$ cat config.mk
export PLATFORM = sky130hd
export DESIGN_NAME = biquad_iir_filter_unit_flat
export DESIGN_NICKNAME = d
export VERILOG_FILES = /design/src/rtl/biq_pkg.sv /design/src/rtl/biq_ifs.sv /design/src/rtl/biquad_iir_filter_unit.sv /design/src/flat_wrapper.sv
export SDC_FILE = /design/constraint.sdc
export NUM_CORES = 2
export LEC_CHECK = 0
export ABC_AREA = 1
export ABC_CLOCK_PERIOD_IN_PS = 14400
export BUFFER_PORTS_ARGS = -buffer_cell sky130_fd_sc_hd__buf_4
export CAP_MARGIN = 20
export CORE_UTILIZATION = 27
export DETAILED_ROUTE_END_ITERATION = 10
export GPL_TIMING_DRIVEN = 0
export PLACE_DENSITY = 0.46
export SYNTH_ARGS = -nofsm -noshare
export SYNTH_HDL_FRONTEND = slang
export SYNTH_SLANG_ARGS = --single-unit
$ cat constraint.sdc
create_clock -name clk -period 14.4 [get_ports clk]
set_clock_uncertainty 0.1 [all_clocks]
set_input_delay 0.72 -clock clk [delete_from_list [all_inputs] [get_ports clk]]
set_output_delay 0.72 -clock clk [all_outputs]
set_load 0.01 [all_outputs]
$ cat src/rtl/biq_pkg.sv
// Shared widths, types, register indexes and saturation helpers for the biquad filter.
`timescale 1ns / 1ps
`default_nettype none

package biq_pkg;

  // Field and state formats
  localparam int SAMPLE_W = 16;
  localparam int COEF_W   = 24;
  localparam int STATE_W  = 40;
  localparam int FRAC_W   = 22;

  // Coefficient digits, one consumed per multiply step
  localparam int DIGIT_W  = 8;
  localparam int DIGITS   = COEF_W / DIGIT_W;
  localparam int CNT_W    = $clog2(DIGITS);

  // Accumulator for coefficient times state-format value
  localparam int MAC_W    = COEF_W + STATE_W;
  // Headroom for the delay update sums before saturation
  localparam int WIDE_W   = STATE_W + 4;
  // Feedback term after dropping the fraction bits
  localparam int FB_W     = MAC_W - FRAC_W;
  // Output after rounding, before clamping to the sample range
  localparam int QUOT_W   = STATE_W + 1 - FRAC_W;

  localparam int CFG_IDX_W = 3;
  localparam int COEFS     = 5;

  typedef logic signed [SAMPLE_W-1:0] sample_t;
  typedef logic signed [COEF_W-1:0]   coef_t;
  typedef logic signed [STATE_W-1:0]  state_t;
  typedef logic signed [MAC_W-1:0]    mac_t;
  typedef logic signed [WIDE_W-1:0]   wide_t;
  typedef logic signed [FB_W-1:0]     fb_t;
  typedef logic signed [QUOT_W-1:0]   quot_t;
  typedef logic signed [DIGIT_W:0]    digit_t;
  typedef logic [CNT_W-1:0]           cnt_t;
  typedef logic [CFG_IDX_W-1:0]       cfg_idx_t;

  // Register indexes on the configuration port
  localparam cfg_idx_t REG_B0 = cfg_idx_t'(0);
  localparam cfg_idx_t REG_B1 = cfg_idx_t'(1);
  localparam cfg_idx_t REG_B2 = cfg_idx_t'(2);
  localparam cfg_idx_t REG_A1 = cfg_idx_t'(3);
  localparam cfg_idx_t REG_A2 = cfg_idx_t'(4);

  // Unity gain in Q2.22
  localparam coef_t COEF_ONE = coef_t'(1) <<< FRAC_W;

  localparam cnt_t LAST_DIGIT = cnt_t'(DIGITS - 1);

  localparam state_t STATE_MAX = {1'b0, {(STATE_W-1){1'b1}}};
  localparam state_t STATE_MIN = {1'b1, {(STATE_W-1){1'b0}}};
  localparam sample_t SAMPLE_MAX = {1'b0, {(SAMPLE_W-1){1'b1}}};
  localparam sample_t SAMPLE_MIN = {1'b1, {(SAMPLE_W-1){1'b0}}};

  // Half an LSB of the integer part, for round half up
  localparam mac_t ROUND_MAC = mac_t'(1) <<< (FRAC_W - 1);
  localparam logic signed [STATE_W:0] ROUND_Y = (STATE_W+1)'(1) <<< (FRAC_W - 1);

  // Clamp a wide sum to the signed state range
  function automatic state_t sat_state(input wide_t v);
    if (v[WIDE_W-1:STATE_W-1] == {(WIDE_W-STATE_W+1){v[STATE_W-1]}}) begin
      return v[STATE_W-1:0];
    end else if (v[WIDE_W-1]) begin
      return STATE_MIN;
    end else begin
      return STATE_MAX;
    end
  endfunction

  // Clamp a rounded value to the signed sample range
  function automatic sample_t sat_sample(input quot_t v);
    if (v[QUOT_W-1:SAMPLE_W-1] == {(QUOT_W-SAMPLE_W+1){v[SAMPLE_W-1]}}) begin
      return v[SAMPLE_W-1:0];
    end else if (v[QUOT_W-1]) begin
      return SAMPLE_MIN;
    end else begin
      return SAMPLE_MAX;
    end
  endfunction

endpackage

`default_nettype wire

$ cat src/rtl/biq_ifs.sv
// Channel interfaces of the biquad filter: input samples, filtered samples, coefficient writes.
`timescale 1ns / 1ps
`default_nettype none

interface biq_sample_if;
  import biq_pkg::*;
  logic    valid;
  logic    ready;
  sample_t sample_in;
  modport source (output valid, output sample_in, input ready);
  modport sink   (input valid, input sample_in, output ready);
endinterface

interface biq_result_if;
  import biq_pkg::*;
  logic    valid;
  logic    ready;
  sample_t sample_out;
  modport source (output valid, output sample_out, input ready);
  modport sink   (input valid, input sample_out, output ready);
endinterface

interface biq_cfg_if;
  import biq_pkg::*;
  logic     valid;
  logic     ready;
  cfg_idx_t index;
  coef_t    data;
  modport source (output valid, output index, output data, input ready);
  modport sink   (input valid, input index, input data, output ready);
endinterface

`default_nettype wire

$ cat src/rtl/biquad_iir_filter_unit.sv
// Biquad IIR section, transposed direct form II, with digit-serial coefficient multipliers.
// Each sample passes through three digit steps on x, the forming of y, three digit steps
//   on y and the delay update, which waits while the previous result is still unclaimed.
// A new sample is taken only once the last one is through, since the 8-bit-digit serial
//   multipliers walk the 24-bit coefficients, first against x and then against y.
// Reset (rst, synchronous): b0 = 1.0, other coefficients and both delays zero, no result held.
`timescale 1ns / 1ps
`default_nettype none

module biquad_iir_filter_unit (
  input wire         clk,
  input wire         rst,
  biq_sample_if.sink samples,
  biq_result_if.source filtered,
  biq_cfg_if.sink    cfg
);
  import biq_pkg::*;

  localparam logic [2:0] ST_IDLE   = 3'd0;
  localparam logic [2:0] ST_MULX   = 3'd1;
  localparam logic [2:0] ST_SUMY   = 3'd2;
  localparam logic [2:0] ST_MULY   = 3'd3;
  localparam logic [2:0] ST_UPDATE = 3'd4;

  logic [2:0] state;
  cnt_t       cnt;

  coef_t   coef [COEFS];
  state_t  delay_one;
  state_t  delay_two;

  sample_t x_reg;
  state_t  y;
  coef_t   cx [3];
  coef_t   cy [2];
  state_t  acc_x [3];
  mac_t    acc_y [2];

  logic    out_valid;
  sample_t out_sample;

  logic    first;
  logic    last;
  digit_t  dig_x [3];
  digit_t  dig_y [2];
  logic signed [SAMPLE_W+DIGIT_W:0] prod_x [3];
  logic signed [STATE_W+DIGIT_W:0]  prod_y [2];
  state_t  acc_x_next [3];
  mac_t    acc_y_next [2];

  fb_t     fb_one;
  fb_t     fb_two;
  wide_t   y_sum;
  wide_t   n1_sum;
  wide_t   n2_sum;
  logic signed [STATE_W:0] y_round;
  quot_t   y_quot;

  assign samples.ready   = (state == ST_IDLE);
  assign cfg.ready       = 1'b1;
  assign filtered.valid  = out_valid;
  assign filtered.sample_out = out_sample;

  assign first = (cnt == '0);
  assign last  = (cnt == LAST_DIGIT);

  // One coefficient digit times the multiplicand; top digit carries the sign
  always_comb begin
    for (int i = 0; i < 3; i++) begin
      dig_x[i] = first ? {cx[i][COEF_W-1], cx[i][COEF_W-1 -: DIGIT_W]}
                       : {1'b0, cx[i][COEF_W-1 -: DIGIT_W]};
      prod_x[i] = x_reg * dig_x[i];
      acc_x_next[i] = (first ? state_t'(0) : (acc_x[i] <<< DIGIT_W)) + state_t'(prod_x[i]);
    end
    for (int j = 0; j < 2; j++) begin
      dig_y[j] = first ? {cy[j][COEF_W-1], cy[j][COEF_W-1 -: DIGIT_W]}
                       : {1'b0, cy[j][COEF_W-1 -: DIGIT_W]};
      prod_y[j] = y * dig_y[j];
      // Fold in the rounding half on the last digit
      acc_y_next[j] = (first ? mac_t'(0) : (acc_y[j] <<< DIGIT_W)) + mac_t'(prod_y[j])
                      + (last ? ROUND_MAC : mac_t'(0));
    end
  end

  // Form y, the new delays and the rounded output
  always_comb begin
    y_sum   = wide_t'(acc_x[0]) + wide_t'(delay_one);
    fb_one  = acc_y[0][MAC_W-1:FRAC_W];
    fb_two  = acc_y[1][MAC_W-1:FRAC_W];
    n1_sum  = wide_t'(acc_x[1]) - wide_t'(fb_one) + wide_t'(delay_two);
    n2_sum  = wide_t'(acc_x[2]) - wide_t'(fb_two);
    y_round = (STATE_W+1)'(y) + ROUND_Y;
    y_quot  = y_round[STATE_W:FRAC_W];
  end

  // Hold coefficients; take writes on known indexes, drop the rest
  always_ff @(posedge clk) begin
    if (rst) begin
      coef[REG_B0] <= COEF_ONE;
      coef[REG_B1] <= '0;
      coef[REG_B2] <= '0;
      coef[REG_A1] <= '0;
      coef[REG_A2] <= '0;
    end else if (cfg.valid && cfg.ready) begin
      unique case (cfg.index)
        REG_B0:  coef[REG_B0] <= cfg.data;
        REG_B1:  coef[REG_B1] <= cfg.data;
        REG_B2:  coef[REG_B2] <= cfg.data;
        REG_A1:  coef[REG_A1] <= cfg.data;
        REG_A2:  coef[REG_A2] <= cfg.data;
        default: ;
      endcase
    end
  end

  // Sequence one sample through both multiply passes and the delay update
  always_ff @(posedge clk) begin
    if (rst) begin
      state     <= ST_IDLE;
      cnt       <= '0;
      delay_one <= '0;
      delay_two <= '0;
      out_valid <= 1'b0;
    end else begin
      // Drop a claimed result; the update step refills the register itself
      if (filtered.valid && filtered.ready && state != ST_UPDATE) begin
        out_valid <= 1'b0;
      end
      unique case (state)
        ST_IDLE: begin
          if (samples.valid) begin
            x_reg <= samples.sample_in;
            cx[0] <= coef[REG_B0];
            cx[1] <= coef[REG_B1];
            cx[2] <= coef[REG_B2];
            cy[0] <= coef[REG_A1];
            cy[1] <= coef[REG_A2];
            cnt   <= '0;
            state <= ST_MULX;
          end
        end
        ST_MULX: begin
          for (int i = 0; i < 3; i++) begin
            acc_x[i] <= acc_x_next[i];
            cx[i]    <= cx[i] << DIGIT_W;
          end
          if (last) begin
            cnt   <= '0;
            state <= ST_SUMY;
          end else begin
            cnt <= cnt + cnt_t'(1);
          end
        end
        ST_SUMY: begin
          y     <= sat_state(y_sum);
          state <= ST_MULY;
        end
        ST_MULY: begin
          for (int j = 0; j < 2; j++) begin
            acc_y[j] <= acc_y_next[j];
            cy[j]    <= cy[j] << DIGIT_W;
          end
          if (last) begin
            cnt   <= '0;
            state <= ST_UPDATE;
          end else begin
            cnt <= cnt + cnt_t'(1);
          end
        end
        ST_UPDATE: begin
          // Wait here while the previous result is still unclaimed
          if (!out_valid || filtered.ready) begin
            delay_one  <= sat_state(n1_sum);
            delay_two  <= sat_state(n2_sum);
            out_sample <= sat_sample(y_quot);
            out_valid  <= 1'b1;
            state      <= ST_IDLE;
          end
        end
        default: state <= ST_IDLE;
      endcase
    end
  end

  a_start: assert property (@(posedge clk) disable iff (rst)
    samples.valid && samples.ready |=> state == ST_MULX && cnt == '0)
    else $error("accepted sample did not start the first multiply pass");

  a_result_src: assert property (@(posedge clk) disable iff (rst)
    $rose(out_valid) |-> $past(state) == ST_UPDATE)
    else $error("result appeared without a delay update");

  a_digit_cnt: assert property (@(posedge clk) disable iff (rst)
    (state == ST_MULX || state == ST_MULY) |-> cnt <= LAST_DIGIT)
    else $error("digit counter ran past the last coefficient digit");

endmodule

`default_nettype wire
$ cat src/flat_wrapper.sv
// flat-port wrapper written by rule: the top's interface ports become plain ports
module biquad_iir_filter_unit_flat import biq_pkg::*;
  (clk, rst, samples_valid, samples_sample_in, samples_ready, filtered_valid, filtered_sample_out, filtered_ready, cfg_valid, cfg_index, cfg_data, cfg_ready);
  biq_sample_if samples_i ();
  biq_result_if filtered_i ();
  biq_cfg_if cfg_i ();
  input wire clk;
  input wire rst;
  input wire logic [$bits(samples_i.valid)-1:0] samples_valid;
  input wire logic [$bits(samples_i.sample_in)-1:0] samples_sample_in;
  output wire logic [$bits(samples_i.ready)-1:0] samples_ready;
  output wire logic [$bits(filtered_i.valid)-1:0] filtered_valid;
  output wire logic [$bits(filtered_i.sample_out)-1:0] filtered_sample_out;
  input wire logic [$bits(filtered_i.ready)-1:0] filtered_ready;
  input wire logic [$bits(cfg_i.valid)-1:0] cfg_valid;
  input wire logic [$bits(cfg_i.index)-1:0] cfg_index;
  input wire logic [$bits(cfg_i.data)-1:0] cfg_data;
  output wire logic [$bits(cfg_i.ready)-1:0] cfg_ready;
  assign samples_i.valid = samples_valid;
  assign samples_i.sample_in = samples_sample_in;
  assign samples_ready = samples_i.ready;
  assign filtered_valid = filtered_i.valid;
  assign filtered_sample_out = filtered_i.sample_out;
  assign filtered_i.ready = filtered_ready;
  assign cfg_i.valid = cfg_valid;
  assign cfg_i.index = cfg_index;
  assign cfg_i.data = cfg_data;
  assign cfg_ready = cfg_i.ready;
  biquad_iir_filter_unit u_core (.clk(clk), .rst(rst), .samples(samples_i), .filtered(filtered_i), .cfg(cfg_i));
endmodule
==> qor.txt <==
synth warn: 0
worst path buffer plus inverter count: 7
largest net degree at the start of global routing: 58
biggest regs: u_core.acc_y (128), u_core.acc_x (120), u_core.coef (120)
drt first pass iters: 6
Area Overhead vs Synth: 10.52%
Post-synth EDFFs: 560
Final setup viols: 0
Max Freq: 120.8 MHz
CP most frequent cell: inv_1
final instance area: 99,000 µm²
fin crit share: 57.49%
Syn Nets: 13,294
Top delay family on crit path: adder cells
wire length per cell: 19.64 µm
Top reg by flops: u_core.acc_y
Die W: 578.0 µm
Via-to-Cell Ratio: 4.434
most frequent cells in the layout: inv_1, nand2_1, fa_1, nor2_1, ha_1
Synth area leaders: fa_1, edfxtp_1, inv_1
H-tree depth: 3
setup bufs post-CTS: 0
TritonCTS clock tree: done
die area: 334,000 µm²
DRC errors left: 0
fill count: 35,905
grt ovf: 0
Worst EP arrival: 8580 ps
most common cell after layout, fill and taps aside: inv_1
critical path's slowest cell: edfxtp_1
Synth Flop Type: edfxtp_1
core area: 330,300 µm²
clk slew on worst S/H paths: 60 ps
critical path class: flop to flop
Max-Cap Viols: 0
post-route ant nets: 0
Post-synth ARST share: 0%
Rows: 211
relative slew slack: 21.83%
Routed WL: 313.5 mm
Starting Density: 27.12%
TNS Setup: 0 ps
worst hold path type: input pin to flop
post-synthesis sequential area ratio: 20.70%
worst path cell trace: buf_1 > nand2_1 > inv_1 > fa_1 > fa_1 > inv_1 > fa_1 > inv_1 > fa_1 > inv_1 > fa_1 > inv_1 > ha_1 > nand2_1 > nor2_1 > inv_1 > nor3_1 > nand2_1 > o311ai_0 > xor2_1
Placer Congestion: 0.9597
CP Capture Type: flop
Post-DP Area: 96,010 µm²
required time worst endpoint: 14,700 ps
max FFs per register: 128
worst skew pair latency: 770 ps
Post-Syn Instances: 11,340
worst hold margin: 53.69 ps
post-layout min period: 8278 ps
clk buf depth: 3
Sink Count: 646
Netlist cell types: 56
Crit Path Max Fanout: 12
Worst-Margin Slew: 1173 ps
RSZ-0062 raised after global routing: no
die height: 578.0 µm
nets@finish: 13,476
TritonCTS buffer count: 86
status: completed
cell taking the most area after synthesis: fa_1
GRT Total Usage: 18.85%
max-slew violation count: 0
Hold Fails Final Rpt: 0
initial antenna violation count: 10
Yosys reg bits: 646
Mapped Avg Cell Area: 7.899 µm²
synthesized area: 89,570 µm²
total number of vias: 70,779
CP startpoint kind: flop
top-area cell type share of the netlist area: 28.38%
dpl hpwl: 268.2 mm
Root Driver: clkbuf_16
Critical Path Max Stage Delay: 830 ps
vias in the first global route: 72,785
IO Pins: 67
Port Buffers: 65
first-pass GRT wire length: 466.4 mm
drt first-iter violations: 4,942
fraction of layout cells with a size suffix above 1: 2.674%
-- metrics by stage --
stage          cells  setup WS [ps]  util (%)
3_3_place_gp   15771           3893     28.92
4_1_cts        15959           6033     29.97
5_1_grt        15960           5793     29.97
2_1_floorplan  11340           8473         -
6_report       15962           6122     29.97
3_5_place_dp   15790           6067     29.07
-- cells in the mapped netlist (15+ instances only) --
| master | instances |
|---|---|
| o21a_1 | 55 |
| nor2_1 | 893 |
| xnor2_1 | 120 |
| dfxtp_1 | 86 |
| a21boi_0 | 15 |
| inv_1 | 3300 |
| o211ai_1 | 18 |
| o21bai_1 | 40 |
| clkbuf_1 | 302 |
| nor4_1 | 20 |
| a31oi_1 | 63 |
| nand2_1 | 2387 |
| nor3_1 | 33 |
| a21oi_1 | 484 |
| buf_1 | 21 |
| buf_2 | 25 |
| a21o_1 | 38 |
| fa_1 | 1270 |
| ha_1 | 636 |
| nand4_1 | 71 |
| xor2_1 | 231 |
| edfxtp_1 | 560 |
| nand3_1 | 282 |
| o21ai_0 | 274 |
-- cell families (layout without fill, tap and decap cells) --
| logic type | Yosys count | count (layout) | share of synthesized area [%] |
|---|---|---|---|
| buffers and inverters | 3669 | 3922 | 15.50 |
| XOR/XNOR | 352 | 352 | 3.450 |
| flip-flops | 646 | 646 | 20.70 |
| adder cells (fa/ha/maj) | 1906 | 1906 | 37.27 |
| other | 1 | 4 | 0.004187 |
| AND/OR/NAND/NOR | 3727 | 3727 | 16.52 |
| AO/OA/AOI/OAI | 1039 | 1039 | 6.557 |
-- timing repair --
item	CTS	global route
hold endpoints to repair	10	0
gates resized for setup	0	0
hold buffers	10	0
endpoints found under the setup margin	0	0
-- per-layer routing --
layer  vias to the layer above  wire [µm]  GRT usage, %
met5                         -         26             0
met1                     35095     141900         25.14
met2                      1441     150200         32.45
li1                      33924          -             -
met4                         4       8098         4.686
met3                       315      13290         2.055
-- final cells by class --
cell class / count / area (µm²) / share of cell area [%]
Multi-Input combinational cell: 7025 / 57190 / 57.77
Sequential cell: 646 / 18540 / 18.73
Inverter: 3304 / 12400 / 12.53
Tap cell: 4366 / 5463 / 5.518
Clock buffer: 101 / 2271 / 2.294
Buffer: 365 / 1494 / 1.509
Timing Repair Buffer: 94 / 1021 / 1.031
Clock inverter: 58 / 605.6 / 0.6117
Antenna cell: 3 / 7.507 / 0.007583
-- worst paths after layout --
| check | startpoint | endpoint | slack (ps) | cells after the start |
|---|---|---|---|---|
| hold / removal | samples_sample_in[3] | u_core.x_reg[3] | 50 | 1 |
| setup / recovery | u_core.cy[0][40] | u_core.acc_y[0][120] | 6120 | 20 |
| hold reg to reg | u_core.coef[0][82] | u_core.cy[0][10] | 390 | 2 |
| setup reg to reg | u_core.cy[0][40] | u_core.acc_y[0][120] | 6120 | 20 |
-- worst register-to-register path, cell delays in order, from the launching register on --
cell,delay [ps]
edfxtp_1,830
buf_1,740
nand2_1,300
inv_1,220
fa_1,550
fa_1,640
inv_1,160
fa_1,720
inv_1,380
fa_1,610
inv_1,50
fa_1,480
inv_1,40
ha_1,340
nand2_1,110
nor2_1,150
inv_1,80
nor3_1,210
nand2_1,120
o311ai_0,790
xor2_1,310
Power is left out: the tool's default activity adds up to more than one toggle a clock period on the data nets, which glitch-free logic cannot reach.
